[src/sv/pacl_pkg.sv]
// Shared types, constants and saturating fixed-point helpers for the arm controller.
// No dependencies; every other file but the assertion macro header imports this package.
`default_nettype none

package pacl_pkg;

  localparam int VAL_W      = 32;
  localparam int FRAC_W     = 16;
  localparam int PROD_W     = 2 * VAL_W + 1;
  localparam int SH_W       = PROD_W - FRAC_W;
  localparam int GAIN_W     = 24;
  localparam int DT_W       = 16;
  localparam int IDT_W      = 32;
  localparam int CFG_IDX_W  = 3;
  localparam int CFG_DATA_W = 32;

  typedef logic signed [VAL_W-1:0] val_t;
  typedef logic signed [PROD_W-1:0] prod_t;

  localparam val_t VAL_MAX = {1'b0, {(VAL_W-1){1'b1}}};
  localparam val_t VAL_MIN = {1'b1, {(VAL_W-1){1'b0}}};

  typedef enum logic [CFG_IDX_W-1:0] {
    REG_GAIN_P    = 3'd0,
    REG_GAIN_I    = 3'd1,
    REG_GAIN_D    = 3'd2,
    REG_STEP_TIME = 3'd3,
    REG_INV_STEP  = 3'd4,
    REG_INV_INRT  = 3'd5,
    REG_TARGET    = 3'd6
  } reg_idx_t;

  localparam logic [GAIN_W-1:0] RST_GAIN_P    = 24'd65536;
  localparam logic [GAIN_W-1:0] RST_GAIN_I    = 24'd0;
  localparam logic [GAIN_W-1:0] RST_GAIN_D    = 24'd6554;
  localparam logic [DT_W-1:0]   RST_STEP_TIME = 16'd6554;
  localparam logic [IDT_W-1:0]  RST_INV_STEP  = 32'd655360;
  localparam logic [GAIN_W-1:0] RST_INV_INRT  = 24'd65536;
  localparam val_t              RST_TARGET    = -32'sd102944;

  typedef struct packed {
    logic [GAIN_W-1:0] gain_p;
    logic [GAIN_W-1:0] gain_i;
    logic [GAIN_W-1:0] gain_d;
    logic [DT_W-1:0]   step_time;
    logic [IDT_W-1:0]  inv_step_time;
    logic [GAIN_W-1:0] inv_inertia;
    val_t              target_angle;
  } cfg_t;

  typedef enum logic [2:0] {
    MS_ERR_DT,
    MS_DIFF_IDT,
    MS_ERR_KP,
    MS_SUM_KI,
    MS_DER_KD,
    MS_TRQ_IINV,
    MS_ACC_DT,
    MS_VEL_DT
  } mul_sel_t;

  typedef enum logic [2:0] {
    WB_NONE,
    WB_SUM,
    WB_DERIV,
    WB_TRQ_SET,
    WB_TRQ_ADD,
    WB_ACCEL,
    WB_VEL,
    WB_ANGLE
  } wb_sel_t;

  typedef struct packed {
    logic     start;
    mul_sel_t mul_sel;
    wb_sel_t  wb_sel;
    logic     publish;
  } cmd_t;

  typedef struct packed {
    logic out_full;
  } status_t;

  function automatic val_t sat_fit(input logic signed [VAL_W:0] s);
    val_t r;
    if (s[VAL_W] != s[VAL_W-1]) begin
      r = s[VAL_W] ? VAL_MIN : VAL_MAX;
    end else begin
      r = s[VAL_W-1:0];
    end
    return r;
  endfunction

  function automatic val_t sat_add(input val_t a, input val_t b);
    logic signed [VAL_W:0] s;
    s = {a[VAL_W-1], a} + {b[VAL_W-1], b};
    return sat_fit(s);
  endfunction

  function automatic val_t sat_sub(input val_t a, input val_t b);
    logic signed [VAL_W:0] s;
    s = {a[VAL_W-1], a} - {b[VAL_W-1], b};
    return sat_fit(s);
  endfunction

  // Scales a full product back to the value format, truncating toward zero,
  // and clamps it to the value range.
  function automatic val_t sat_post(input prod_t p);
    prod_t                 adj;
    logic [SH_W-1:0]       sh;
    logic [SH_W-VAL_W:0]   hi;
    val_t                  r;
    adj = p + $signed({{(PROD_W-FRAC_W){1'b0}}, {FRAC_W{p[PROD_W-1]}}});
    sh  = adj[PROD_W-1:FRAC_W];
    hi  = sh[SH_W-1:VAL_W-1];
    if (hi == '0 || hi == '1) begin
      r = sh[VAL_W-1:0];
    end else begin
      r = sh[SH_W-1] ? VAL_MIN : VAL_MAX;
    end
    return r;
  endfunction

endpackage

`default_nettype wire

[src/sv/pacl_if.sv]
// Handshake channel interfaces for the arm controller: input, result and configuration.
// Depends on pacl_pkg for widths.
`default_nettype none


interface pacl_cfg_if;
  import pacl_pkg::*;
  logic                  valid;
  logic                  ready;
  logic [CFG_IDX_W-1:0]  index;
  logic [CFG_DATA_W-1:0] data;

  modport source (output valid, index, data, input ready);
  modport sink (input valid, index, data, output ready);
endinterface

`default_nettype wire

[src/sv/pacl_cfg.sv]
// Configuration register file for the arm controller.
// Depends on pacl_pkg and the pacl_cfg_if interface.
`default_nettype none

module pacl_cfg
  import pacl_pkg::*;
(
  input  wire logic   clk,
  input  wire logic   rst_n,
  pacl_cfg_if.sink    cfg_ch,
  output cfg_t        cfg
);

  cfg_t cfg_r;

  assign cfg_ch.ready = 1'b1;
  assign cfg          = cfg_r;

  always_ff @(posedge clk) begin
    if (!rst_n) begin
      cfg_r.gain_p        <= RST_GAIN_P;
      cfg_r.gain_i        <= RST_GAIN_I;
      cfg_r.gain_d        <= RST_GAIN_D;
      cfg_r.step_time     <= RST_STEP_TIME;
      cfg_r.inv_step_time <= RST_INV_STEP;
      cfg_r.inv_inertia   <= RST_INV_INRT;
      cfg_r.target_angle  <= RST_TARGET;
    end else if (cfg_ch.valid) begin
      case (cfg_ch.index)
        REG_GAIN_P:    cfg_r.gain_p        <= cfg_ch.data[GAIN_W-1:0];
        REG_GAIN_I:    cfg_r.gain_i        <= cfg_ch.data[GAIN_W-1:0];
        REG_GAIN_D:    cfg_r.gain_d        <= cfg_ch.data[GAIN_W-1:0];
        REG_STEP_TIME: cfg_r.step_time     <= cfg_ch.data[DT_W-1:0];
        REG_INV_STEP:  cfg_r.inv_step_time <= cfg_ch.data[IDT_W-1:0];
        REG_INV_INRT:  cfg_r.inv_inertia   <= cfg_ch.data[GAIN_W-1:0];
        REG_TARGET:    cfg_r.target_angle  <= $signed(cfg_ch.data[VAL_W-1:0]);
        default: begin
        end
      endcase
    end
  end

endmodule

`default_nettype wire

[src/flat_wrapper.sv]
// flat-port wrapper written by rule: the top's interface ports become plain ports
module pacl_cfg_flat import pacl_pkg::*;
  (clk, rst_n, cfg, cfg_ch_valid, cfg_ch_index, cfg_ch_data, cfg_ch_ready);
  pacl_cfg_if cfg_ch_i ();
  input  wire logic clk;
  input  wire logic rst_n;
  output cfg_t cfg;
  input wire logic [$bits(cfg_ch_i.valid)-1:0] cfg_ch_valid;
  input wire logic [$bits(cfg_ch_i.index)-1:0] cfg_ch_index;
  input wire logic [$bits(cfg_ch_i.data)-1:0] cfg_ch_data;
  output wire logic [$bits(cfg_ch_i.ready)-1:0] cfg_ch_ready;
  assign cfg_ch_i.valid = cfg_ch_valid;
  assign cfg_ch_i.index = cfg_ch_index;
  assign cfg_ch_i.data = cfg_ch_data;
  assign cfg_ch_ready = cfg_ch_i.ready;
  pacl_cfg u_core (.clk(clk), .rst_n(rst_n), .cfg_ch(cfg_ch_i), .cfg(cfg));
endmodule
[config.mk]
export PLATFORM = sky130hd
export DESIGN_NAME = pacl_cfg_flat
export DESIGN_NICKNAME = d
export VERILOG_FILES = /design/src/sv/pacl_pkg.sv /design/src/sv/pacl_if.sv /design/src/sv/pacl_cfg.sv /design/src/flat_wrapper.sv
export SDC_FILE = /design/constraint.sdc
export NUM_CORES = 1
export LEC_CHECK = 0
export BUFFER_PORTS_ARGS = -buffer_cell sky130_fd_sc_hd__buf_4
export CORE_ASPECT_RATIO = 0.7
export CORE_UTILIZATION = 55
export DETAILED_ROUTE_END_ITERATION = 7
export GPL_TIMING_DRIVEN = 0
export PLACE_DENSITY = 0.85
export SYNTH_ARGS = -nofsm -noshare
export SYNTH_HDL_FRONTEND = slang
export SYNTH_SLANG_ARGS = --single-unit
[constraint.sdc]
create_clock -name clk -period 2.9 [get_ports clk]
set_input_delay 0.725 -clock clk [delete_from_list [all_inputs] [get_ports clk]]
set_output_delay 0.725 -clock clk [all_outputs]
set_load 0.05 [all_outputs]
==> results.py, run 1 <==
metrics = {
    "placement": {
        "place_ws_ns": 0.985,
        "routabilityCongestion": 0.797,
        "dpl.hpwl_microns": 14700,
        "placed_cell_area_sq_mm": 0.00859,
        "io_buffers": 212,
    },
    "worst_setup_path": {
        "critPathBufInv": 1,
        "critical_path_cell_count": 1,
        "cp.arrival_ns": 1.04,
        "required_ns": 2.17,
        "worstSetupStartpointType": "flip-flop",
        "critPathMaxStageDelay_ns": 0.39,
        "crit_path_max_fanout": 2,
        "crit_family": "flip-flops",
        "setup.worst_path.end_class": "output port",
        "crit_type": "flip-flop to output port",
        "crit_slowest_cell": "dfxtp_1",
        "ff2ff_path_depth": 2,
        "worstPathCellList": "buf_4",
    },
    "cells_and_area": {
        "largest_reg_flops": 176,
        "layout_common_cells": "buf_4 (218), mux2i_1 (176), dfxtp_1 (176)",
        "final_common_cell": "buf_4",
        "num_antenna_cells": 0,
        "fin_area_sq_mm": 0.00920,
        "drive_gt1_frac": 0.325,
        "area_growth_pct": 35.3,
        "fin_nets": 915,
    },
    "global_route": {
        "use_met3": 0.0856,
        "grtUsageTotal": 0.317,
        "overflow": 0,
        "top_usage_layer": "met2",
        "use_met1": 0.416,
        "grt_pass1_vias": 5451,
        "grt_max_degree": 18,
        "antenna_found_initial": 0,
        "grt.met2_usage": 0.511,
        "grt_pass1_wl_microns": 30200,
    },
    "cts": {
        "cts_buffers": 17,
        "cts_hold_buf": 0,
        "cts_tree": "built",
        "cts_setup_buffers": 0,
        "clk_latency_ns": 0.42,
        "cts_root_buffer": "clkbuf_16",
        "clkSlewWorstSetupHoldPaths_ns": 0.07,
        "clock-sinks": 176,
        "htreeDepth": 4,
        "ctsResizeCount": 0,
        "clockBufferDepth": 2,
    },
    "floorplanning": {
        "coreArea_sq_mm": 0.0119,
        "initial_core_util": 0.572,
        "num_rows": 33,
        "die_width_microns": 135,
        "die_area_sq_mm": 0.0128,
        "ios": 215,
        "die_h_microns": 95.0,
    },
    "yosys": {
        "synth-seq-area-share": 0.518,
        "ys.warnings.count": 0,
        "ys_ff_latch": 176,
        "netlist_area_sq_mm": 0.00680,
        "synth_cell_type_count": 18,
        "synth.avg_cell_area_sq_um": 10.5,
        "synth_nets": 684,
        "synth_cells": 646,
    },
    "sta": {
        "final_hold_viol_count": 0,
        "max_freq_mhz": 566,
        "clock_skew_ns": 0,
        "fin_setup_tns_ns": 0,
        "tightest_slew_ns": 0.550,
        "setup_ws_ns": 1.13,
        "timing.slew.headroom": 0.634,
        "period_share": 0.609,
        "setup_viol": 0,
        "slew_viol_final": 0,
        "rsz0062_at_grt": "no",
        "fin_crit_ns": 1.77,
    },
    "min_path": {
        "hp-class": "flip-flop to flip-flop",
        "holdPathStages": 2,
    },
    "routing": {
        "drc": 0,
        "vias": 5547,
        "routed_wl_microns": 19800,
        "routed_via_density": 5.30,
        "drt-initial-drc-count": 270,
        "firstDrtPassIters": 4,
        "wl_per_cell_microns": 18.9,
        "ant_nets": 0,
    },
    "power": {
        "vdd.ir_drop.worst_uv": 548,
        "p_leak_nw": 4.37,
        "p_per_area_mw_per_mm2": 595,
    },
    "job": {
        "cap_viol_max_count": 0,
    },
    "status": {
        "outcome": "finished, final reports clean",
    },
}
==> power by group <==
part	switching, W	internal [W]	leakage [nW]	total [W]
Combinational	0.000400	0.000198	2.65	0.000597
Sequential	0.0000334	0.00247	1.43	0.00250
Clock	0.00105	0.00133	0.291	0.00238
==> path summary, 6_finish.rpt <==
kind / start / to / slack [ns]
setup / recovery: u_core.cfg[113] / cfg[113] / 1.13
hold / removal: u_core.cfg[148] / u_core.cfg[148] / 0.46
setup reg to reg: u_core.cfg[113] / u_core.cfg[113] / 2.21
hold reg to reg: u_core.cfg[148] / u_core.cfg[148] / 0.46
==> per-layer routing <==
layer / routed length (microns) / share of wire
met3: 1720 / 0.087
met1: 8690 / 0.44
met2: 9080 / 0.46
met5: 0 / 0
met4: 280 / 0.014
==> final cells by class <==
class | instances | area [sq um]
multi-input combinational | 421 | 2910
timing repair buffer | 212 | 1590
clock buffer | 18 | 439
fill | 833 | 2690
buffer | 49 | 365
tap | 157 | 196
clock inverter | 14 | 171
sequential | 176 | 3520
==> synthesized netlist by cell type <==
library cell | number | area [sq um]
and4b_1 | 1 | 10.0
and4b_2 | 1 | 11.3
and4bb_1 | 1 | 12.5
buf_12 | 2 | 40.0
buf_2 | 22 | 110
buf_4 | 6 | 45.0
buf_6 | 10 | 113
buf_8 | 2 | 30.0
clkbuf_1 | 6 | 22.5
clkbuf_2 | 1 | 5.00
conb_1 | 1 | 3.75
dfxtp_1 | 176 | 3520
mux2i_1 | 176 | 1760
nand2_1 | 167 | 627
nand4b_1 | 2 | 17.5
nand4bb_1 | 2 | 22.5
nor2b_1 | 69 | 432
nor4b_2 | 1 | 15.0
==> tightest hold or removal path, cell delays in order, from the launching register on <==
cell     delay (ns)
dfxtp_1        0.31
nand2_1        0.05
mux2i_1        0.05
==> kinds of logic after synthesis <==
| kind of cell | count (synthesis) | share of synthesized area |
|---|---|---|
| buffers and inverters | 49 | 0.0537 |
| and+or+nand+nor | 244 | 0.169 |
| other | 1 | 0.000551 |
| DFF | 176 | 0.518 |
| muxes | 176 | 0.259 |
==> metrics by stage <==
step | total power (W) | utilization | hold slack (ns) | instances
finish | 0.00548 | 0.774 | 0.461 | 1047
global route | 0.00563 | 0.774 | 0.477 | 1047
CTS | 0.00547 | 0.774 | 0.461 | 1047
detailed placement | 0.00315 | 0.722 | 0.451 | 1015
global placement | 0.00314 | 0.722 | 0.445 | 1015
floorplan | 0.00293 | - | 0.670 | 646
Note: power is estimated with default switching activity, not from simulation.
==> run 2, diff against run 1 <==
CORE_UTILIZATION = 46   (was 55)
PLACE_DENSITY = 0.76   (was 0.85)
clock period = 1.6 ns   (was 2.9 ns; I/O delays follow)
==> results.py, run 2 (synthesized netlist as in run 1, its figures left out) <==
metrics = {
    "status": {
        "outcome": "finished, final reports clean",
    },
    "worst_setup_path": {
        "crit_type": "flip-flop to output port",
        "crit_path_max_fanout": 2,
        "critPathMaxStageDelay_ns": 0.39,
        "crit_family": "flip-flops",
        "r2r_slack_ns": 0.90,
        "crit_slowest_cell": "dfxtp_1",
        "worstSetupStartpointType": "flip-flop",
        "cp.arrival_ns": 1.02,
        "required_ns": 1.20,
        "critPathBufInv": 1,
        "worstPathCellList": "buf_4",
        "setup.worst_path.end_class": "output port",
    },
    "sta": {
        "setup_viol": 0,
        "fin_crit_ns": 1.42,
        "tightest_slew_ns": 0.592,
        "max_freq_mhz": 703,
        "final_hold_viol_count": 0,
        "rsz0062_at_grt": "no",
        "clock_skew_ns": 0,
        "period_share": 0.889,
        "slew_viol_final": 0,
        "fin_setup_tns_ns": 0,
        "timing.slew.headroom": 0.606,
    },
    "cts": {
        "ctsResizeCount": 0,
        "clock-sinks": 176,
        "cts_tree": "built",
        "clkSlewWorstSetupHoldPaths_ns": 0.06,
        "clk_latency_ns": 0.42,
        "cts_root_buffer": "clkbuf_16",
        "cts_hold_buf": 0,
        "cts_setup_buffers": 0,
        "clockBufferDepth": 2,
        "htreeDepth": 4,
        "cts_buffers": 17,
    },
    "floorplanning": {
        "die_area_sq_mm": 0.0153,
        "initial_core_util": 0.479,
        "die_width_microns": 147,
        "die_h_microns": 104,
        "num_rows": 36,
        "coreArea_sq_mm": 0.0142,
        "ios": 215,
    },
    "routing": {
        "ant_nets": 0,
        "routed_wl_microns": 20200,
        "vias": 5381,
        "drc": 0,
        "routed_via_density": 4.98,
        "drt-initial-drc-count": 265,
        "wl_per_cell_microns": 18.7,
        "firstDrtPassIters": 4,
    },
    "cells_and_area": {
        "num_antenna_cells": 0,
        "layout_common_cells": "buf_4 (218), mux2i_1 (176), dfxtp_1 (176)",
        "fin_nets": 915,
        "final_common_cell": "buf_4",
        "fin_area_sq_mm": 0.00920,
        "largest_reg_flops": 176,
        "drive_gt1_frac": 0.322,
        "nFillCells": 1133,
        "area_growth_pct": 35.2,
    },
    "global_route": {
        "antenna_found_initial": 0,
        "grtUsageTotal": 0.269,
        "overflow": 0,
        "grt_pass1_wl_microns": 31100,
        "grt_max_degree": 17,
        "grt_pass1_vias": 5414,
    },
    "power": {
        "vdd.ir_drop.worst_uv": 719,
        "p_per_area_mw_per_mm2": 1040,
        "p_leak_nw": 4.35,
    },
    "placement": {
        "routabilityCongestion": 0.805,
        "placed_cell_area_sq_mm": 0.00863,
        "dpl.hpwl_microns": 15000,
        "io_buffers": 212,
    },
    "job": {
        "cap_viol_max_count": 0,
    },
    "min_path": {
        "hp-class": "input port to flip-flop",
    },
}
[run 2: metal layers]
layer | GRT usage | vias to the layer above | part of all wire
met5 | 0 | - | 0
met4 | 0.0795 | 0 | 0.0057
met3 | 0.0744 | 6 | 0.072
met2 | 0.419 | 195 | 0.45
met1 | 0.360 | 2595 | 0.47
li1 | - | 2585 | -
[run 2: final timing paths]
kind | from | end | cells past startpoint
setup / recovery | u_core.cfg[119] | cfg[119] | 1
hold / removal | cfg_ch_data[29] | u_core.cfg[85] | 3
setup reg to reg | u_core.cfg[133] | u_core.cfg[133] | 2
hold reg to reg | u_core.cfg[171] | u_core.cfg[171] | 2
[run 2: stage by stage]
stage          setup slack, ns  hold slack (ns)   util  power [W]  std cells
3_3_place_gp             0.141            0.444  0.608    0.00569       1048
4_1_cts                  0.156            0.225  0.648    0.00967       1080
6_report                 0.178            0.240  0.648    0.00960       1080
3_5_place_dp            0.0142            0.449  0.608    0.00572       1048
2_1_floorplan            0.380            0.539      -    0.00532        646
5_1_grt                  0.140            0.236  0.648    0.00994       1080
[run 2: area by class of cell]
class	instances	area [sq um]	area share
sequential	176	3520	0.383
timing repair buffer	212	1590	0.173
clock buffer	21	460	0.0501
multi-input combinational	421	2910	0.317
clock inverter	11	106	0.0116
buffer	49	365	0.0397
tap	190	238	0.0258
[run 2: power breakdown]
part | leakage (nW) | switching [W] | internal [W]
Clock | 0.270 | 0.00174 | 0.00224
Sequential | 1.43 | 0.0000595 | 0.00448
Combinational | 2.65 | 0.000725 | 0.000358
