### src/sv/pacl_pkg.sv
// Shared types, constants and saturating fixed-point helpers for the arm controller.
// No dependencies; every other file but the assertion macro header imports this package.
`default_nettype none

package pacl_pkg;

  localparam int VAL_W      = 32;
  localparam int FRAC_W     = 16;
  localparam int PROD_W     = 2 * VAL_W + 1;
  localparam int SH_W       = PROD_W - FRAC_W;
  localparam int GAIN_W     = 24;
  localparam int DT_W       = 16;
  localparam int IDT_W      = 32;
  localparam int CFG_IDX_W  = 3;
  localparam int CFG_DATA_W = 32;

  typedef logic signed [VAL_W-1:0] val_t;
  typedef logic signed [PROD_W-1:0] prod_t;

  localparam val_t VAL_MAX = {1'b0, {(VAL_W-1){1'b1}}};
  localparam val_t VAL_MIN = {1'b1, {(VAL_W-1){1'b0}}};

  typedef enum logic [CFG_IDX_W-1:0] {
    REG_GAIN_P    = 3'd0,
    REG_GAIN_I    = 3'd1,
    REG_GAIN_D    = 3'd2,
    REG_STEP_TIME = 3'd3,
    REG_INV_STEP  = 3'd4,
    REG_INV_INRT  = 3'd5,
    REG_TARGET    = 3'd6
  } reg_idx_t;

  localparam logic [GAIN_W-1:0] RST_GAIN_P    = 24'd65536;
  localparam logic [GAIN_W-1:0] RST_GAIN_I    = 24'd0;
  localparam logic [GAIN_W-1:0] RST_GAIN_D    = 24'd6554;
  localparam logic [DT_W-1:0]   RST_STEP_TIME = 16'd6554;
  localparam logic [IDT_W-1:0]  RST_INV_STEP  = 32'd655360;
  localparam logic [GAIN_W-1:0] RST_INV_INRT  = 24'd65536;
  localparam val_t              RST_TARGET    = -32'sd102944;

  typedef struct packed {
    logic [GAIN_W-1:0] gain_p;
    logic [GAIN_W-1:0] gain_i;
    logic [GAIN_W-1:0] gain_d;
    logic [DT_W-1:0]   step_time;
    logic [IDT_W-1:0]  inv_step_time;
    logic [GAIN_W-1:0] inv_inertia;
    val_t              target_angle;
  } cfg_t;

  typedef enum logic [2:0] {
    MS_ERR_DT,
    MS_DIFF_IDT,
    MS_ERR_KP,
    MS_SUM_KI,
    MS_DER_KD,
    MS_TRQ_IINV,
    MS_ACC_DT,
    MS_VEL_DT
  } mul_sel_t;

  typedef enum logic [2:0] {
    WB_NONE,
    WB_SUM,
    WB_DERIV,
    WB_TRQ_SET,
    WB_TRQ_ADD,
    WB_ACCEL,
    WB_VEL,
    WB_ANGLE
  } wb_sel_t;

  typedef struct packed {
    logic     start;
    mul_sel_t mul_sel;
    wb_sel_t  wb_sel;
    logic     publish;
  } cmd_t;

  typedef struct packed {
    logic out_full;
  } status_t;

  function automatic val_t sat_fit(input logic signed [VAL_W:0] s);
    val_t r;
    if (s[VAL_W] != s[VAL_W-1]) begin
      r = s[VAL_W] ? VAL_MIN : VAL_MAX;
    end else begin
      r = s[VAL_W-1:0];
    end
    return r;
  endfunction

  function automatic val_t sat_add(input val_t a, input val_t b);
    logic signed [VAL_W:0] s;
    s = {a[VAL_W-1], a} + {b[VAL_W-1], b};
    return sat_fit(s);
  endfunction

  function automatic val_t sat_sub(input val_t a, input val_t b);
    logic signed [VAL_W:0] s;
    s = {a[VAL_W-1], a} - {b[VAL_W-1], b};
    return sat_fit(s);
  endfunction

  // Scales a full product back to the value format, truncating toward zero,
  // and clamps it to the value range.
  function automatic val_t sat_post(input prod_t p);
    prod_t                 adj;
    logic [SH_W-1:0]       sh;
    logic [SH_W-VAL_W:0]   hi;
    val_t                  r;
    adj = p + $signed({{(PROD_W-FRAC_W){1'b0}}, {FRAC_W{p[PROD_W-1]}}});
    sh  = adj[PROD_W-1:FRAC_W];
    hi  = sh[SH_W-1:VAL_W-1];
    if (hi == '0 || hi == '1) begin
      r = sh[VAL_W-1:0];
    end else begin
      r = sh[SH_W-1] ? VAL_MIN : VAL_MAX;
    end
    return r;
  endfunction

endpackage

`default_nettype wire

### src/sv/pacl_if.sv
// Handshake channel interfaces for the arm controller: input, result and configuration.
// Depends on pacl_pkg for widths.
`default_nettype none

interface pacl_in_if;
  logic valid;
  logic ready;
  logic restart;
  logic hold_plant;

  modport source (output valid, restart, hold_plant, input ready);
  modport sink (input valid, restart, hold_plant, output ready);
endinterface


`default_nettype wire

### src/sv/pacl_ctrl.sv
// Sequencer for one control tick: issues start, multiplier, write-back and publish commands.
// Depends on pacl_pkg and the pacl_in_if interface.
`default_nettype none

module pacl_ctrl
  import pacl_pkg::*;
(
  input  wire logic    clk,
  input  wire logic    rst_n,
  pacl_in_if.sink      in_ch,
  input  wire status_t status,
  output cmd_t         cmd
);

  typedef enum logic [3:0] {
    ST_IDLE,
    ST_M_ERR_DT,
    ST_M_DIFF,
    ST_M_KP,
    ST_M_KI,
    ST_M_KD,
    ST_W_KD,
    ST_M_IINV,
    ST_W_ACC,
    ST_M_ACC_DT,
    ST_W_VEL,
    ST_M_VEL_DT,
    ST_W_ANG,
    ST_FINISH
  } state_t;

  state_t state_r, state_nxt;
  logic   hold_r;
  logic   accept;

  assign in_ch.ready = (state_r == ST_IDLE);
  assign accept      = in_ch.valid && (state_r == ST_IDLE);

  always_comb begin
    state_nxt   = state_r;
    cmd.start   = 1'b0;
    cmd.mul_sel = MS_ERR_DT;
    cmd.wb_sel  = WB_NONE;
    cmd.publish = 1'b0;
    case (state_r)
      ST_IDLE: begin
        cmd.start = accept;
        if (accept) state_nxt = ST_M_ERR_DT;
      end
      ST_M_ERR_DT: begin
        cmd.mul_sel = MS_ERR_DT;
        state_nxt   = ST_M_DIFF;
      end
      ST_M_DIFF: begin
        cmd.mul_sel = MS_DIFF_IDT;
        cmd.wb_sel  = WB_SUM;
        state_nxt   = ST_M_KP;
      end
      ST_M_KP: begin
        cmd.mul_sel = MS_ERR_KP;
        cmd.wb_sel  = WB_DERIV;
        state_nxt   = ST_M_KI;
      end
      ST_M_KI: begin
        cmd.mul_sel = MS_SUM_KI;
        cmd.wb_sel  = WB_TRQ_SET;
        state_nxt   = ST_M_KD;
      end
      ST_M_KD: begin
        cmd.mul_sel = MS_DER_KD;
        cmd.wb_sel  = WB_TRQ_ADD;
        state_nxt   = ST_W_KD;
      end
      ST_W_KD: begin
        cmd.wb_sel = WB_TRQ_ADD;
        state_nxt  = hold_r ? ST_FINISH : ST_M_IINV;
      end
      ST_M_IINV: begin
        cmd.mul_sel = MS_TRQ_IINV;
        state_nxt   = ST_W_ACC;
      end
      ST_W_ACC: begin
        cmd.wb_sel = WB_ACCEL;
        state_nxt  = ST_M_ACC_DT;
      end
      ST_M_ACC_DT: begin
        cmd.mul_sel = MS_ACC_DT;
        state_nxt   = ST_W_VEL;
      end
      ST_W_VEL: begin
        cmd.wb_sel = WB_VEL;
        state_nxt  = ST_M_VEL_DT;
      end
      ST_M_VEL_DT: begin
        cmd.mul_sel = MS_VEL_DT;
        state_nxt   = ST_W_ANG;
      end
      ST_W_ANG: begin
        cmd.wb_sel = WB_ANGLE;
        state_nxt  = ST_FINISH;
      end
      ST_FINISH: begin
        if (!status.out_full) begin
          cmd.publish = 1'b1;
          state_nxt   = ST_IDLE;
        end
      end
      default: state_nxt = ST_IDLE;
    endcase
  end

  always_ff @(posedge clk) begin
    if (!rst_n) begin
      state_r <= ST_IDLE;
      hold_r  <= 1'b0;
    end else begin
      state_r <= state_nxt;
      if (accept) hold_r <= in_ch.hold_plant;
    end
  end

endmodule

`default_nettype wire

### src/flat_wrapper.sv
// flat-port wrapper written by rule: the top's interface ports become plain ports
module pacl_ctrl_flat import pacl_pkg::*;
  (clk, rst_n, status, cmd, in_ch_valid, in_ch_restart, in_ch_hold_plant, in_ch_ready);
  pacl_in_if in_ch_i ();
  input  wire logic clk;
  input  wire logic rst_n;
  input  wire status_t status;
  output cmd_t cmd;
  input wire logic [$bits(in_ch_i.valid)-1:0] in_ch_valid;
  input wire logic [$bits(in_ch_i.restart)-1:0] in_ch_restart;
  input wire logic [$bits(in_ch_i.hold_plant)-1:0] in_ch_hold_plant;
  output wire logic [$bits(in_ch_i.ready)-1:0] in_ch_ready;
  assign in_ch_i.valid = in_ch_valid;
  assign in_ch_i.restart = in_ch_restart;
  assign in_ch_i.hold_plant = in_ch_hold_plant;
  assign in_ch_ready = in_ch_i.ready;
  pacl_ctrl u_core (.clk(clk), .rst_n(rst_n), .in_ch(in_ch_i), .status(status), .cmd(cmd));
endmodule
### config.mk
export PLATFORM = sky130hd
export DESIGN_NAME = pacl_ctrl_flat
export DESIGN_NICKNAME = d
export VERILOG_FILES = /design/src/sv/pacl_pkg.sv /design/src/sv/pacl_if.sv /design/src/sv/pacl_ctrl.sv /design/src/flat_wrapper.sv
export SDC_FILE = /design/constraint.sdc
export NUM_CORES = 1
export LEC_CHECK = 0
export BUFFER_PORTS_ARGS = -buffer_cell sky130_fd_sc_hd__buf_2
export CAP_MARGIN = 15
export CORE_AREA = 2 2 39 41
export CTS_CLUSTER_DIAMETER = 50
export CTS_CLUSTER_SIZE = 20
export DETAILED_ROUTE_END_ITERATION = 8
export DIE_AREA = 0 0 41 43
export MAX_ROUTING_LAYER = met4
export PLACE_DENSITY = 0.62
export SLEW_MARGIN = 15
export SYNTH_ARGS = -nofsm -noshare
export SYNTH_HDL_FRONTEND = slang
export SYNTH_SLANG_ARGS = --single-unit
### constraint.sdc
create_clock -name clk -period 2.25 [get_ports clk]
set_input_delay 0.45 -clock clk [delete_from_list [all_inputs] [get_ports clk]]
set_output_delay 0.45 -clock clk [all_outputs]
set_load 0.02 [all_outputs]
==> summary.txt, run 1 <==
Pwr Density = 556 nW/um2
Tot GR Track Use = 13.7%
Syn Area/Cell = 8.01 um2
DRT antenna net count = 0
Clk buf depth = 2
Synth-to-Final Area Change = 14.1%
CP Cell Sequence = buf_4 -> nor2_1 -> a32oi_1 -> o22ai_1 -> buf_2
Worst-path clk slew = 0.05 ns
Initial antenna violation count = 0
Top sig layer = met3
Synth Instances = 62
Warnings, synthesis = 0
Clk_lat worst skew = 0.24 ns
Vias in the first global route = 390
Crit. End Element = primary output
Commonest cells in the netlist = nor2_1, dfxtp_1, nand2_1
Pint = 209 uW
Global-route wire length before repair = 1590 um
Slew @ Worst Pin = 0.387 ns
DIE WIDTH = 41 um
Final Cycle Share = 86.8%
HPWL Detailed = 758 um
Max Cap Violations = 0
Slew Limit Fails = 0
LEAKAGE = 0.000260 uW
Cell taking the most area after synthesis = dfxtp_1
Slowest stage cell on the critical path = dfxtp_1
Drt via density = 5.17
Port bufs = 13
Largest net degree at the start of global routing = 14
Syn_nets = 68
CTS Hold Bufs = 0
Most used DFF post-synth = dfxtp_1
First-pass DRT Iterations = 4
Sequential area share after synthesis = 20.2%
Gr ovfl total = 0
Number of DRC markers in iteration 0 = 15
Antenna Cells = 0
Syn Std Cell Area = 497 um2
Psw = 106 uW
Outcome = completed
Final design utilization = 41.0%
Die Height = 43 um
Peak VDD IR = 0.329 mV
Area fraction of the dominant cell type after synthesis = 20.2%
Switching Fraction = 33.8%
Top-count cell post-synth = nor2_1
Ys async rst share = 0%
Clock Skew = 0.00426 ns
Ports = 15
Rows = 14
EDFF count, synth = 0
Placed Area = 541 um2
CTS sink count = 5
Setup_tns = 0 ns
Met3 WL = 50 um
WL/cell = 11.0 um
Met1 wire length = 475 um
Layout cells sized above 1 = 35.1%
GP Congestion = 0.753
Hold Path Class = in -> reg
Post-synthesis cell type count = 28
Ranking of synthesized cells by area = dfxtp_1, nor2_1, buf_6
Total number of vias = 465
Post-CTS Setup Inserts = 0
Required time of the critical path = 1.80 ns
CTS Buf Count = 3
Clock Root Buffer = clkbuf_4
Min cycle time layout = 1.95 ns
Combinational Power Share = 32.8%
Die area = 1760 um2
Setup Viol. Count Final = 0
Initial Util = 35.9%
Slew headroom = 74.2%
Final #Nets = 81
DR WL met2 = 463 um
Fillers = 144
Core footprint = 1380 um2
WS Path Type = reg -> out
Crit path DAT = 1.50 ns
Sequential share of power = 34.5%
Crit Path Max Fanout = 11
Yosys reg bits = 5
Final Hold Vio Count = 0
Remaining DRCs = 0
Clk pwr share = 32.7%
CTS tree = yes
Design area = 567 um2
RSZ-0062 raised after global routing = no
Fmax = 512 MHz
CP startpoint kind = flop
CP peak stage delay = 0.50 ns
Post-CTS sizing = 0
H-Tree Depth = 1
DRT Wirelength = 990 um
placed cells by master, fill, tap and decap left out, drive strengths merged, types with 2 or more instances in the layout:
cell type  netlist  final
a21oi            3      3
and2             2      2
nor2b            3      3
xor2             2      2
nand2b           4      4
clkbuf           0      4
o21ai            3      3
o22ai            3      3
a32oi            2      2
nand2            5      5
dfxtp            5      5
buf              9     17
nor2             9      9
o221ai           2      2
path summary, 6_finish.rpt:
path                                                      from                          to  slack (ns)  depth (start not counted)
worst max register to register  u_core.state_r[2]$_SDFFE_PN0P_  u_core.hold_r$_SDFFE_PN0P_        1.00                          4
worst min-delay path                          in_ch_hold_plant  u_core.hold_r$_SDFFE_PN0P_        0.46                          3
worst min register to register      u_core.hold_r$_SDFFE_PN0P_  u_core.hold_r$_SDFFE_PN0P_        0.48                          2
worst max-delay path            u_core.state_r[1]$_SDFFE_PN0P_                      cmd[4]        0.30                          5
metrics by stage:
stage	instances	hold slack, ns	total power [uW]	setup slack [ns]
final	90	0.462	315	0.297
after CTS	90	0.453	323	0.271
after global placement	86	0.470	212	0.564
after floorplan	62	0.453	196	0.595
after detailed placement	86	0.473	214	0.545
after global routing	90	0.494	338	0.197
cell families (layout without fill, tap and decap cells):
logic type,Yosys count,count (layout),share of synthesized area [%]
compound gates,16,16,25.4
xor+xnor,2,2,3.53
buf+inv,9,21,14.4
flops,5,5,20.2
mux,1,1,2.27
simple gates,29,29,34.3
power groups by stage:
stage,clock network (uW),registers (uW),logic (uW)
2_1_floorplan,0,99.1,97.3
3_3_place_gp,0,110,102
3_5_place_dp,0,110,104
4_1_cts,110,109,105
5_1_grt,112,110,116
6_report,103,109,103
critical path: cells and delay by family (launching register included):
kind                   cells  cell delay [ns]
AO/OA/AOI/OAI              2             0.26
buffers and inverters      2             0.42
flip-flops                 1             0.50
AND/OR/NAND/NOR            1             0.08
state kept, by name, summed over array words and instances (netlist names):
register,cells
u_core.state_r,4
u_core.hold_r,1
final cells by class:
type	count	area, um2	area share, %
clock buffers	4	26.3	4.64
repair buffers	17	95.1	16.8
multi-input cells	48	325	57.4
flip-flops and latches	5	100	17.7
well taps	16	20.0	3.53
per-layer routing:
metal	track usage (%)	up-vias
li1	-	244
met1	17.1	208
met2	19.4	13
met3	1.57	0
met4	10.0	0
met5	-	-
Power figures use the tool's default switching activity.
==> inputs of run 2 (changes only) <==
Settings changed: CELL_PAD_IN_SITES_DETAIL_PLACEMENT set to 1, CELL_PAD_IN_SITES_GLOBAL_PLACEMENT set to 2, CORE_AREA 2 2 39 41 to not set, CORE_MARGIN set to 2, CORE_UTILIZATION set to 29, DIE_AREA 0 0 41 43 to not set, PLACE_DENSITY 0.62 to 0.81.
==> summary.txt, run 2 (synthesis gave the netlist of run 1 again) <==
RSZ-0062 raised after global routing = no
Required time of the critical path = 1.80 ns (about the same)
Outcome = completed
Clk buf depth = 2 (unchanged)
Post-CTS Setup Inserts = 0 (unchanged)
Clock Root Buffer = clkbuf_4
Synth-to-Final Area Change = 15.9%
Crit Path Max Fanout = 9 (-2)
Number of DRC markers in iteration 0 = 13 (-2)
DIE WIDTH = 45.4 um (+11%)
Combinational Power Share = 30.6% (-2.2 points)
Worst-path clk slew = 0.05 ns (about the same)
GP Congestion = 0.638 (-15%)
WS Path Type = reg -> out
Clock Skew = 0.00443 ns (+0.000162 ns)
Pwr Density = 566 nW/um2 (+1.9%)
Setup Viol. Count Final = 0 (unchanged)
Most frequent cells in the layout = buf_2, nor2_1, nand2_1, buf_4
LEAKAGE = 0.000266 uW (+2.2%)
Final Cycle Share = 87.4% (+0.64 points)
Minimum hold slack = 0.464 ns (+0.00216 ns)
DRT Wirelength = 1150 um (+16%)
Final #Nets = 82 (+1.2%)
Fmax = 508 MHz (-0.73%)
Gr ovfl total = 0 (unchanged)
Drt via density = 5.37 (+4.0%)
Slew @ Worst Pin = 0.400 ns (+0.0137 ns)
Clk_lat worst skew = 0.25 ns (about the same)
Total number of vias = 489 (+5.2%)
HPWL Detailed = 843 um (+11%)
Sequential share of power = 35.3% (+0.8 points)
WL/cell = 12.7 um (+15%)
Peak VDD IR = 0.263 mV (-20%)
CP startpoint kind = flop
Initial antenna violation count = 0 (unchanged)
CTS sink count = 5 (unchanged)
Fillers = 194 (+35%)
Min cycle time layout = 1.97 ns (+0.0144 ns)
Crit path DAT = 1.52 ns (+0.02 ns)
Final Hold Vio Count = 0 (unchanged)
Tot GR Track Use = 14.4% (+0.73 points)
CTS tree = yes
Slew Limit Fails = 0 (unchanged)
Antenna Cells = 0 (unchanged)
Largest Register = u_core.state_r
Switching Fraction = 35.6% (+1.8 points)
CTS Hold Bufs = 0 (unchanged)
DRT antenna net count = 0 (unchanged)
Ports = 15 (unchanged)
Global-route wire length before repair = 2010 um (+26%)
Max Cap Violations = 0 (unchanged)
Layout cells sized above 1 = 37.3% (+2.2 points)
Remaining DRCs = 0 (unchanged)
Clk pwr share = 34.1% (+1.4 points)
Largest registers = u_core.state_r x4, u_core.hold_r x1
Die area = 2060 um2 (+17%)
Rows = 14 (unchanged)
Pint = 210 uW (+0.57%)
Vias in the first global route = 461 (+18%)
Largest net degree at the start of global routing = 20 (+6)
Initial Util = 31.9% (-4.0 points)
Crit. End Element = primary output
Core footprint = 1560 um2 (+13%)
Post-CTS sizing = 0 (unchanged)
CTS Buf Count = 3 (unchanged)
First-pass DRT Iterations = 4 (unchanged)
Port bufs = 13 (unchanged)
Setup_tns = 0 ns (unchanged)
Slew headroom = 73.3% (-0.91 points)
Hold Path Class = in -> reg
Psw = 116 uW (+9.1%)
Die Height = 45.4 um (+5.5%)
H-Tree Depth = 1 (unchanged)
Largest register FFs = 4 (unchanged)
Most common cell after layout, fill and taps aside = buf_2
run 2: cell types whose count changed in the layout (fill, tap and decap cells not counted), sizes merged:
cell  delta
buf      +1
run 2: per-layer routing:
layer	share of wire, %	vias to the layer above	GRT usage (%)	wire length (um)
met1	46	230	17.3	526
met3	6.1	3	7.14	70
met5	0	-	-	0
li1	-	244	-	-
met4	1.4	0	7.06	16
met2	47	12	19.7	540
run 2: metrics by stage:
stage	total power (uW)	cell area, um2	setup slack [ns]	utilization [%]	std cells
4_1_cts	332	574	0.146	36.8	91
3_3_place_gp	215	548	0.443	35.2	87
5_1_grt	352	576	0.136	36.9	91
6_report	326	576	0.282	36.9	91
2_1_floorplan	196	497	0.595	-	62
3_5_place_dp	216	548	0.423	35.2	87
run 2: power groups by stage:
stage / Clock (uW) / Combinational [uW] / Sequential (uW)
after floorplan: 0 / 97.3 / 99.1
after global placement: 0 / 98.9 / 116
after detailed placement: 0 / 100 / 116
after CTS: 117 / 101 / 114
after global routing: 124 / 111 / 117
final: 111 / 99.9 / 115
run 2: cell type report:
class	instances	area [um2]	share of cell area, %
timing repair buffer	18	103	17.8
clock buffer	4	26.3	4.57
tap	16	20.0	3.48
sequential	5	101	17.6
multi-input combinational	48	325	56.5
run 2: worst paths after layout:
kind,end,cells after the start,slack [ns],start
setup / recovery,cmd[3],4,0.28,u_core.state_r[1]$_SDFFE_PN0P_
hold / removal,u_core.hold_r$_SDFFE_PN0P_,3,0.46,in_ch_hold_plant
setup reg to reg,u_core.state_r[3]$_SDFFE_PN0P_,4,0.97,u_core.state_r[3]$_SDFFE_PN0P_
hold reg to reg,u_core.hold_r$_SDFFE_PN0P_,2,0.49,u_core.hold_r$_SDFFE_PN0P_
run 2: worst max-delay path, stage by stage, from the launching register on:
cell,delay (ns)
dfxtp_1,0.56
nand2_1,0.13
mux2_2,0.29
o22ai_2,0.10
buf_2,0.18
==> inputs of run 3 (changes only) <==
Settings changed: CTS_BUF_LIST set to sky130_fd_sc_hd__clkbuf_16.
==> summary.txt, run 3 (synthesis gave the netlist of run 1 again) <==
RSZ-0062 raised after global routing = no
Final Cycle Share = 86.1% (-1.3 points)
Hold Path Class = reg -> reg
Slowest stage cell on the critical path = dfxtp_1
Peak VDD IR = 0.394 mV (+49%)
Total number of vias = 490 (+0.20%)
H-Tree Depth = 1 (unchanged)
Post-CTS Setup Inserts = 0 (unchanged)
Clk buf depth = 2 (unchanged)
WS Path Type = reg -> out
CP Cell Sequence = nand2_1 -> mux2_2 -> o22ai_2 -> buf_2
Psw = 133 uW (+15%)
Outcome = completed
Final #Nets = 82 (unchanged)
Hold path cells = 2 (-1)
Most frequent cells in the layout = buf_2, nor2_1, nand2_1, buf_4
Slew headroom = 73.3% (about the same)
Rows = 14 (unchanged)
Post-CTS sizing = 0 (unchanged)
Switching Fraction = 26.3% (-9.3 points)
Max Cap Violations = 0 (unchanged)
Tot GR Track Use = 14.7% (+0.25 points)
GP Congestion = 0.638 (unchanged)
LEAKAGE = 0.000293 uW (+10%)
Crit. End Element = primary output
Synth-to-Final Area Change = 26.4%
Largest Register = u_core.state_r
Slew @ Worst Pin = 0.399 ns (-0.000741 ns)
CP startpoint kind = flop
Min cycle time layout = 1.94 ns (-0.0298 ns)
Gr ovfl total = 0 (unchanged)
Final Hold Vio Count = 0 (unchanged)
Reg2Reg Depth = 4 (unchanged)
Core footprint = 1560 um2 (unchanged)
CTS Hold Bufs = 0 (unchanged)
Clock Skew = 0.00158 ns (-0.00285 ns)
Top sig layer = met4
Ports = 15 (unchanged)
Clk pwr share = 57.6% (+24 points)
Met3 WL = 69 um (-1.4%)
Post-placement cell count = 87 (unchanged)
Sequential share of power = 22.7% (-13 points)
Final Non-Filler Cells = 91 (unchanged)
Crit path DAT = 1.49 ns (-0.03 ns)
Remaining DRCs = 0 (unchanged)
Sequential cell area = 101 um2 (unchanged)
Clock Root Buffer = clkbuf_16
Clk_lat worst skew = 0.23 ns (-0.02 ns)
Setup Viol. Count Final = 0 (unchanged)
Die area = 2060 um2 (unchanged)
Initial Util = 31.9% (unchanged)
Number of DRC markers in iteration 0 = 10 (-3)
Most common cell after layout, fill and taps aside = buf_2
Worst path top cell family by delay = flip-flops
CP peak stage delay = 0.55 ns (about the same)
Vias in the first global route = 461 (unchanged)
Footprint of the multi-input gates = 325 um2 (unchanged)
DRT antenna net count = 0 (unchanged)
Pint = 373 uW (+78%)
HPWL Detailed = 843 um (unchanged)
Die Height = 45.4 um (unchanged)
Met1 wire length = 539 um (+2.5%)
Drt via density = 5.38 (+0.20%)
Combinational Power Share = 19.7% (-11 points)
Setup_tns = 0 ns (unchanged)
First-pass DRT Iterations = 4 (unchanged)
Required time of the critical path = 1.80 ns (about the same)
CTS tree = yes
Critical Path Stages = 4 (unchanged)
Fmax = 516 MHz (+1.5%)
WP buf/inv = 1 (unchanged)
DRT Wirelength = 1180 um (+2.0%)
Slew Limit Fails = 0 (unchanged)
Worst-path clk slew = 0.03 ns (-0.02 ns)
Antenna Cells = 0 (unchanged)
WL/cell = 12.9 um (+2.0%)
CTS sink count = 5 (unchanged)
Initial antenna violation count = 0 (unchanged)
Global-route wire length before repair = 2040 um (+1.4%)
Fillers = 192 (-1.0%)
Pwr Density = 807 nW/um2 (+42%)
CTS Buf Count = 3 (unchanged)
Largest register FFs = 4 (unchanged)
DR WL met2 = 551 um (+2.0%)
Layout cells sized above 1 = 37.3% (unchanged)
DIE WIDTH = 45.4 um (unchanged)
Crit Path Max Fanout = 9 (unchanged)
Largest registers = u_core.state_r x4, u_core.hold_r x1
Largest net degree at the start of global routing = 20 (unchanged)
Port bufs = 13 (unchanged)
-- run 3: cell type report --
cell class	instances	share of cell area (%)
clock inverter	1	0.598
multi-input combinational	48	51.8
tap	16	3.19
sequential	5	16.1
timing repair buffer	18	16.3
clock buffer	3	12.0
-- run 3: per-stage QoR --
step	hold slack, ns	total power (uW)	utilization (%)	setup slack [ns]	area (um2)
4_1_cts	0.483	514	40.2	0.174	627
5_1_grt	0.506	532	40.3	0.181	628
6_report	0.481	507	40.3	0.312	628
3_3_place_gp	0.474	215	35.2	0.443	548
2_1_floorplan	0.453	196	-	0.595	497
3_5_place_dp	0.476	216	35.2	0.423	548
-- run 3: power groups by stage --
stage               sequential [uW]  clock, uW  combinational (uW)
floorplan                      99.1          0                97.3
global placement                116          0                98.9
detailed placement              116          0                 100
CTS                             115        298                 101
global route                    118        303                 111
finish                          115        292                99.9
-- run 3: tightest hold or removal path, cell delays in order (launching register included) --
cell	delay, ns
dfxtp_1	0.32
nand2_1	0.07
o21ai_2	0.04
-- run 3: final timing paths --
kind	start	endpoint	slack [ns]
max	u_core.state_r[1]$_SDFFE_PN0P_	cmd[3]	0.31
min	u_core.hold_r$_SDFFE_PN0P_	u_core.hold_r$_SDFFE_PN0P_	0.48
max reg2reg	u_core.state_r[3]$_SDFFE_PN0P_	u_core.state_r[3]$_SDFFE_PN0P_	0.96
min reg2reg	u_core.hold_r$_SDFFE_PN0P_	u_core.hold_r$_SDFFE_PN0P_	0.48
-- run 3: layer usage --
layer  vias to the layer above  track usage (%)
met4                         0             7.06
met5                         -                -
met1                       228             17.1
met3                         3             7.14
met2                        14             20.8
li1                        245                -
